## src/bdq_pkg.sv

```systemverilog
// Package for the bounded array deque: payload structs, command and status codes,
// and the control and status structs between controller and datapath.
// No dependencies.
package bdq_pkg;

    localparam int DEF_DEPTH = 64;
    localparam int DATA_W    = 32;
    localparam int OPC_W     = 3;
    localparam int STAT_W    = 2;
    localparam int OCC_W     = 6;

    localparam logic [OPC_W-1:0] OP_PUSH_LEFT  = 3'd0;
    localparam logic [OPC_W-1:0] OP_POP_LEFT   = 3'd1;
    localparam logic [OPC_W-1:0] OP_PUSH_RIGHT = 3'd2;
    localparam logic [OPC_W-1:0] OP_POP_RIGHT  = 3'd3;
    localparam logic [OPC_W-1:0] OP_CLEAR      = 3'd4;

    localparam logic [STAT_W-1:0] ST_OK    = 2'd0;
    localparam logic [STAT_W-1:0] ST_FULL  = 2'd1;
    localparam logic [STAT_W-1:0] ST_EMPTY = 2'd2;

    typedef struct packed {
        logic [OPC_W-1:0]  opcode;
        logic [DATA_W-1:0] push_value;
    } s_item_t;

    typedef struct packed {
        logic [STAT_W-1:0] status;
        logic [DATA_W-1:0] pop_value;
        logic [OCC_W-1:0]  occupancy;
    } m_item_t;

    typedef enum logic [2:0] {
        ACT_NONE,
        ACT_PUSH_L,
        ACT_POP_L,
        ACT_PUSH_R,
        ACT_POP_R,
        ACT_CLEAR
    } act_t;

    // Command from the controller to the datapath.
    typedef struct packed {
        logic              exec;
        act_t              act;
        logic [STAT_W-1:0] status;
    } dp_cmd_t;

    // Edge conditions reported by the datapath.
    typedef struct packed {
        logic empty;
        logic left_full;
        logic right_full;
    } dp_stat_t;

endpackage

```

## src/bdq_ctrl.sv

```systemverilog
// Controller for the bounded array deque: two-state handshake sequencer and
// command decoder. Depends on bdq_pkg.
module bdq_ctrl (
    input  logic                    aclk,
    input  logic                    aresetn,
    input  logic                    s_valid,
    output logic                    s_ready,
    input  logic [bdq_pkg::OPC_W-1:0] opcode,
    output logic                    m_valid,
    input  logic                    m_ready,
    input  bdq_pkg::dp_stat_t       stat,
    output bdq_pkg::dp_cmd_t        cmd
);
    import bdq_pkg::*;

    typedef enum logic [1:0] {
        S_IDLE = 2'b01,
        S_RESP = 2'b10
    } state_t;

    state_t state_reg, state_next;

    assign s_ready = (state_reg == S_IDLE);
    assign m_valid = (state_reg == S_RESP);

    always_comb begin
        state_next = state_reg;
        unique case (state_reg)
            S_IDLE: begin
                if (s_valid) begin
                    state_next = S_RESP;
                end
            end
            S_RESP: begin
                if (m_ready) begin
                    state_next = S_IDLE;
                end
            end
            default: state_next = S_IDLE;
        endcase
    end

    always_ff @(posedge aclk) begin
        if (!aresetn) begin
            state_reg <= S_IDLE;
        end else begin
            state_reg <= state_next;
        end
    end

    // Decode the command against the current edge conditions.
    always_comb begin
        cmd.exec   = s_valid && s_ready;
        cmd.act    = ACT_NONE;
        cmd.status = ST_OK;
        unique case (opcode)
            OP_PUSH_LEFT: begin
                if (stat.left_full) begin
                    cmd.status = ST_FULL;
                end else begin
                    cmd.act = ACT_PUSH_L;
                end
            end
            OP_POP_LEFT: begin
                if (stat.empty) begin
                    cmd.status = ST_EMPTY;
                end else begin
                    cmd.act = ACT_POP_L;
                end
            end
            OP_PUSH_RIGHT: begin
                if (stat.right_full) begin
                    cmd.status = ST_FULL;
                end else begin
                    cmd.act = ACT_PUSH_R;
                end
            end
            OP_POP_RIGHT: begin
                if (stat.empty) begin
                    cmd.status = ST_EMPTY;
                end else begin
                    cmd.act = ACT_POP_R;
                end
            end
            OP_CLEAR: cmd.act = ACT_CLEAR;
            default: cmd.act = ACT_NONE;
        endcase
    end

    a_exec_then_resp: assert property (@(posedge aclk) disable iff (!aresetn)
        cmd.exec |=> m_valid)
        else $error("accepted command did not produce a result beat");

    a_resp_taken_idle: assert property (@(posedge aclk) disable iff (!aresetn)
        (m_valid && m_ready) |=> s_ready)
        else $error("controller did not return to idle after result beat");

    a_refused_no_act: assert property (@(posedge aclk) disable iff (!aresetn)
        (cmd.status != ST_OK) |-> (cmd.act == ACT_NONE))
        else $error("refused command still issued a datapath action");

endmodule

```

## src/bdq_datapath.sv

```systemverilog
// Datapath for the bounded array deque: edge pointers, element count,
// element store with registered read, and result registers. Depends on bdq_pkg.
module bdq_datapath #(
    parameter int DEPTH = bdq_pkg::DEF_DEPTH
) (
    input  logic                       aclk,
    input  logic                       aresetn,
    input  bdq_pkg::dp_cmd_t           cmd,
    input  logic [bdq_pkg::DATA_W-1:0] push_value,
    output bdq_pkg::dp_stat_t          stat,
    output bdq_pkg::m_item_t           m_item
);
    import bdq_pkg::*;

    localparam int PW = $clog2(DEPTH);
    localparam logic [PW-1:0] LEFT_RST  = PW'(DEPTH / 2 - 1);
    localparam logic [PW-1:0] RIGHT_RST = PW'(DEPTH / 2);
    localparam logic [PW-1:0] TOP_SLOT  = PW'(DEPTH - 1);

    logic [DATA_W-1:0] mem [DEPTH];

    logic [PW-1:0]     left_reg, left_next;
    logic [PW-1:0]     right_reg, right_next;
    logic [PW-1:0]     count_reg, count_next;
    logic [STAT_W-1:0] status_reg;
    logic              popped_reg;
    logic [DATA_W-1:0] rd_data_reg;

    logic              wr_en, rd_en;
    logic [PW-1:0]     wr_addr, rd_addr;

    assign stat.empty      = ({1'b0, left_reg} + 1'b1) == {1'b0, right_reg};
    assign stat.left_full  = (left_reg == '0);
    assign stat.right_full = (right_reg == TOP_SLOT);

    always_comb begin
        left_next  = left_reg;
        right_next = right_reg;
        count_next = count_reg;
        wr_en      = 1'b0;
        rd_en      = 1'b0;
        wr_addr    = left_reg;
        rd_addr    = left_reg + 1'b1;
        case (cmd.act)
            ACT_PUSH_L: begin
                wr_en      = 1'b1;
                left_next  = left_reg - 1'b1;
                count_next = count_reg + 1'b1;
            end
            ACT_POP_L: begin
                rd_en      = 1'b1;
                left_next  = left_reg + 1'b1;
                count_next = count_reg - 1'b1;
            end
            ACT_PUSH_R: begin
                wr_en      = 1'b1;
                wr_addr    = right_reg;
                right_next = right_reg + 1'b1;
                count_next = count_reg + 1'b1;
            end
            ACT_POP_R: begin
                rd_en      = 1'b1;
                rd_addr    = right_reg - 1'b1;
                right_next = right_reg - 1'b1;
                count_next = count_reg - 1'b1;
            end
            ACT_CLEAR: begin
                left_next  = LEFT_RST;
                right_next = RIGHT_RST;
                count_next = '0;
            end
            default: ;
        endcase
    end

    always_ff @(posedge aclk) begin
        if (!aresetn) begin
            left_reg  <= LEFT_RST;
            right_reg <= RIGHT_RST;
            count_reg <= '0;
        end else if (cmd.exec) begin
            left_reg  <= left_next;
            right_reg <= right_next;
            count_reg <= count_next;
        end
    end

    always_ff @(posedge aclk) begin
        if (cmd.exec) begin
            status_reg <= cmd.status;
            popped_reg <= rd_en;
        end
    end

    always_ff @(posedge aclk) begin
        if (cmd.exec && wr_en) begin
            mem[wr_addr] <= push_value;
        end
        if (cmd.exec && rd_en) begin
            rd_data_reg <= mem[rd_addr];
        end
    end

    assign m_item.status    = status_reg;
    assign m_item.pop_value = popped_reg ? rd_data_reg : '0;
    assign m_item.occupancy = OCC_W'(count_reg);

    a_count_matches_edges: assert property (@(posedge aclk) disable iff (!aresetn)
        count_reg == PW'(right_reg - left_reg - 1'b1))
        else $error("element count disagrees with edge pointers");

    a_edges_ordered: assert property (@(posedge aclk) disable iff (!aresetn)
        left_reg < right_reg)
        else $error("left edge crossed right edge");

    a_refused_holds_edges: assert property (@(posedge aclk) disable iff (!aresetn)
        (cmd.exec && cmd.status != ST_OK) |=>
            ($stable(left_reg) && $stable(right_reg) && $stable(count_reg)))
        else $error("refused command moved an edge");

endmodule

```

## src/bounded_array_deque.sv

```systemverilog
// Top level of the bounded array deque: handshake controller plus datapath.
// Depends on bdq_pkg, bdq_ctrl and bdq_datapath.
//
// A double-ended queue of 32-bit words in a flat store of DEPTH slots that
// never wraps. Each input beat carries one command (push left, pop left, push
// right, pop right, clear) and produces exactly one result beat with a status
// (ok, full, empty), the popped word (zero unless a pop succeeded) and the
// occupancy after the command, reported modulo 64. Elements live strictly
// between the left and right edge pointers, which start at DEPTH/2-1 and
// DEPTH/2; slots 0 and DEPTH-1 are never used, so at most DEPTH-2 words fit
// and one end can report full while the other still has room. Opcodes 5 to 7
// change nothing and report ok. A command is accepted in the idle cycle; the
// edge update, store write or registered store read happens at the edge that
// ends that cycle, and the result beat is then held in the output register
// until it is taken, after which the next command is accepted. The store has
// one write port and one registered read port and needs no clearing pass
// after reset.
module bounded_array_deque #(
    parameter int DEPTH = bdq_pkg::DEF_DEPTH
) (
    input  logic              aclk,
    input  logic              aresetn,
    input  logic              s_valid,
    output logic              s_ready,
    input  bdq_pkg::s_item_t  s_item,
    output logic              m_valid,
    input  logic              m_ready,
    output bdq_pkg::m_item_t  m_item
);
    import bdq_pkg::*;

    // Command from the controller and edge conditions back from the datapath.
    dp_cmd_t  cmd;
    dp_stat_t stat;

    bdq_ctrl u_ctrl (
        .aclk    (aclk),
        .aresetn (aresetn),
        .s_valid (s_valid),
        .s_ready (s_ready),
        .opcode  (s_item.opcode),
        .m_valid (m_valid),
        .m_ready (m_ready),
        .stat    (stat),
        .cmd     (cmd)
    );

    bdq_datapath #(
        .DEPTH (DEPTH)
    ) u_datapath (
        .aclk       (aclk),
        .aresetn    (aresetn),
        .cmd        (cmd),
        .push_value (s_item.push_value),
        .stat       (stat),
        .m_item     (m_item)
    );

    // The block handles one command at a time, so the two sides never overlap.
    a_one_side: assert property (@(posedge aclk) disable iff (!aresetn)
        !(s_ready && m_valid))
        else $error("input and result sides active together");

    // A failed pop must report a zero word.
    a_empty_zero: assert property (@(posedge aclk) disable iff (!aresetn)
        (m_valid && m_item.status == ST_EMPTY) |-> (m_item.pop_value == '0))
        else $error("empty pop returned a nonzero word");

    // A left push accepted while the left edge sits at slot 0 is refused as full.
    a_full_edge: assert property (@(posedge aclk) disable iff (!aresetn)
        (s_valid && s_ready && s_item.opcode == OP_PUSH_LEFT && stat.left_full)
            |=> (m_item.status == ST_FULL))
        else $error("left push at the bound was not refused");

endmodule
```

## config.mk

```make
export PLATFORM = sky130hd
export DESIGN_NAME = bounded_array_deque
export DESIGN_NICKNAME = d
export VERILOG_FILES = /design/src/bdq_pkg.sv /design/src/bdq_ctrl.sv /design/src/bdq_datapath.sv /design/src/bounded_array_deque.sv
export SDC_FILE = /design/constraint.sdc
export NUM_CORES = 2
export LEC_CHECK = 0
export ABC_AREA = 0
export BUFFER_PORTS_ARGS = -buffer_cell sky130_fd_sc_hd__clkbuf_2
export CORE_MARGIN = 1
export CORE_UTILIZATION = 54
export CTS_CLUSTER_DIAMETER = 80
export DETAILED_ROUTE_END_ITERATION = 12
export GPL_TIMING_DRIVEN = 0
export HOLD_SLACK_MARGIN = 0.03
export PLACE_DENSITY = 0.7
export SETUP_SLACK_MARGIN = 0.02
export SLEW_MARGIN = 20
export SYNTH_ARGS = -nofsm -noshare
export SYNTH_HDL_FRONTEND = slang
export SYNTH_SLANG_ARGS = --single-unit
```

## constraint.sdc

```tcl
create_clock -name aclk -period 13.25 [get_ports aclk]
set_input_delay 2.65 -clock aclk [delete_from_list [all_inputs] [get_ports aclk]]
set_output_delay 2.65 -clock aclk [all_outputs]
set_load 0.01 [all_outputs]
```

==> impl_metrics.yaml <==
logic_synthesis:
  ys_seq_elements: 2103
  synth-async-reset-ratio_pct: 0
  synth.top_cells.by_area: "edfxtp_1 (73%), mux2i_1 (7.7%), nand2_1 (4.7%)"
  ys_types: 80
  syn_area_mm2: 0.0853
  ys.warnings.count: 0
  synth_cells: 5522
  yosysTopAreaCell: "edfxtp_1"
  synth_edf_count: 2083
  synth_fp_nets: 5570
  ys.flop_type: "edfxtp_1"
  synth_top_area_share_pct: 73.4
  syn_area_per_cell_um2: 15.4
  ys_seq_area_share_pct: 73.8
sta:
  fmax_mhz: 140
  tightest_slew_ns: 1.33
  fin_crit_ns: 7.13
  fin_crit_sh_pct: 53.8
  tns_ns: 0
  relSlewSlack_pct: 10.0
  rsz0062_at_grt: "false"
  finalClockSkew_ns: 0.0357
  finalHoldViolCount: 0
  finalMaxSlewViolations: 0
  finalSetupViolCount: 0
placement:
  post-place-cells: 7777
  numPortBuffers: 78
  place.gp.congestion: 1.02
  hpwl_um: 177000
worst_setup_path:
  worstPathCellList: "clkbuf_2 -> nand2b_1 -> nor2_1 -> buf_1 -> a21oi_4 -> nor2_8 -> buf_12 -> buf_6 -> buf_2 -> mux2_1 -> a22oi_1 -> o311ai_1 -> a311oi_1"
  end_kind: "register"
  crit_required_ns: 13.74
  cp-start-kind: "input pin"
  slowest_delay_ns: 1.01
  criticalPathCategory: "input pin to register"
  slowest_stage: "a311oi_1"
  crit_fanout: 10
  cp.arrival_ns: 7.62
global_routing:
  grt_pass1_wl_um: 354000
  overflow: 0
  grt_usage_pct: 31.7
  grt_pass1_vias: 49132
  grt_max_degree: 65
  antenna_found_initial: 14
route:
  firstDrtPassIters: 6
  drtIter0Drc: 6679
  vias_per_cell: 6.28
  vias: 51199
  wl_um: 253000
  wl_per_cell_um: 31.0
  route.detailed.drc: 0
  ant_nets: 0
layout:
  multi_input_area_mm2: 0.0212
  largest_register_ffs: 2048
  fin_cells: 8155
  area_growth_syn_to_layout_pct: 14.7
  final_common_cell: "edfxtp_1"
  layout_common_cells: "edfxtp_1 (2083), nand2_1 (1060), mux2i_1 (655)"
  nFillCells: 11220
  final_nets: 5979
  seq_area_mm2: 0.0630
  final_layout_size_suffix_gt1_share_pct: 16.1
die:
  io_pins: 81
  rows: 145
  coreArea_mm2: 0.156
  die_w_um: 399
  initial_core_util_pct: 54.5
  die_area_mm2: 0.159
  die_y_um: 399
outcome:
  outcome: "completed"
clocking:
  cts_resized: 0
  cts_root_buf: "clkbuf_16"
  cts_setup_buffers: 0
  cts_max_path_buffers: 3
  clk_pin_slew_worst_paths_ns: 0.06
  clkSinkCount: 2103
  clk_latency_ns: 0.84
  numCtsBuffers: 203
  cts_max_level: 4
  cts_tree: "done"
  hold_buffers: 0
power_and_ir_drop:
  p_leak_nw: 34.3
  vdd_drop_max_uv: 161
  power_density_mw_per_mm2: 159
flow_run:
  cap_violations: 0
min_path:
  hp-class: "register to register"
[worst paths after layout]
check	cells after the start	slack [ns]	end	startpoint
max	13	6.12	u_datapath.rd_data_reg[30]$_DFFE_PP_	s_item[34]
min	2	0.54	u_datapath.count_reg[5]$_SDFFE_PN0P_	u_datapath.count_reg[5]$_SDFFE_PN0P_
max reg2reg	13	6.83	u_datapath.rd_data_reg[30]$_DFFE_PP_	u_datapath.left_reg[1]$_SDFFE_PN1P_
min reg2reg	2	0.54	u_datapath.count_reg[5]$_SDFFE_PN0P_	u_datapath.count_reg[5]$_SDFFE_PN0P_
[cell families after synthesis]
logic type                 after synthesis  share of synthesized area, %
and+or+nand+nor                       1719                          8.90
xor gates and xnor gates                17                         0.175
buffers and inverters                  360                          2.13
DFF                                   2103                          73.8
AOI/OAI and AO/OA                      495                          4.84
adders and majority gates                9                         0.141
muxes                                  819                          9.98
[where the power goes]
group,leakage [nW],switching [mW],internal (mW)
clock network,3.08,2.48,3.12
registers,18.9,0.00698,7.34
logic,12.4,1.79,0.768
total,34.3,4.28,11.2
[critical path, delay by kind of cell]
family                 cells  cell delay, ns
AO/OA/AOI/OAI              4            2.11
buffers and inverters      5            1.55
multiplexers               1            0.38
AND/OR/NAND/NOR            3            0.87
[cell type report]
type	instances	share of cell area (%)
clock inverter	120	1.05
antenna	3	0.00767
buffer	345	1.80
tap	2058	2.63
sequential	2103	64.4
multi-input combinational	3059	21.6
clock buffer	248	5.43
timing repair buffer	204	3.04
inverter	15	0.0576
[cell usage after synthesis, types with 6 or more instances]
library cell	n
o211ai_1	8
o22ai_1	8
xnor2_1	11
a21oi_1	36
dfxtp_1	20
o21ai_1	8
o311ai_1	25
nand4_1	8
ha_1	8
a221oi_1	21
o21ai_0	41
and3_1	201
o31a_1	7
a2111oi_2	24
nand3_1	200
mux2_2	148
nor2b_1	15
clkbuf_1	113
a211oi_2	8
a311oi_1	155
a22o_1	7
a22oi_1	53
inv_1	15
buf_6	10
nor2_1	90
xor2_1	6
a32o_1	31
mux2i_1	655
a31oi_1	16
or4_1	7
mux2_4	6
a211oi_1	10
and2_1	37
buf_2	153
buf_1	20
nand2_1	1063
buf_4	46
edfxtp_1	2083
nor3_1	72
[metrics by stage]
step                      util [%]  area [µm²]  hold WS, ns  power [mW]  setup slack [ns]
final                         62.5       97800        0.543        15.5              6.12
after global routing          62.5       97800        0.565        15.8              6.10
after CTS                     62.5       97700        0.543        15.4              6.45
after detailed placement      58.4       91400        0.532        9.94              5.56
after global placement        56.4       88200        0.524        9.84              4.81
after floorplan                  -       85300        0.546        8.77              7.44
[metal layers]
metal	GRT usage, %	routed length (µm)
met2	46.9	112000
met5	0	44
met4	17.1	15100
met3	9.17	28800
met1	42.6	97000
Power figures use the tool's default switching activity.
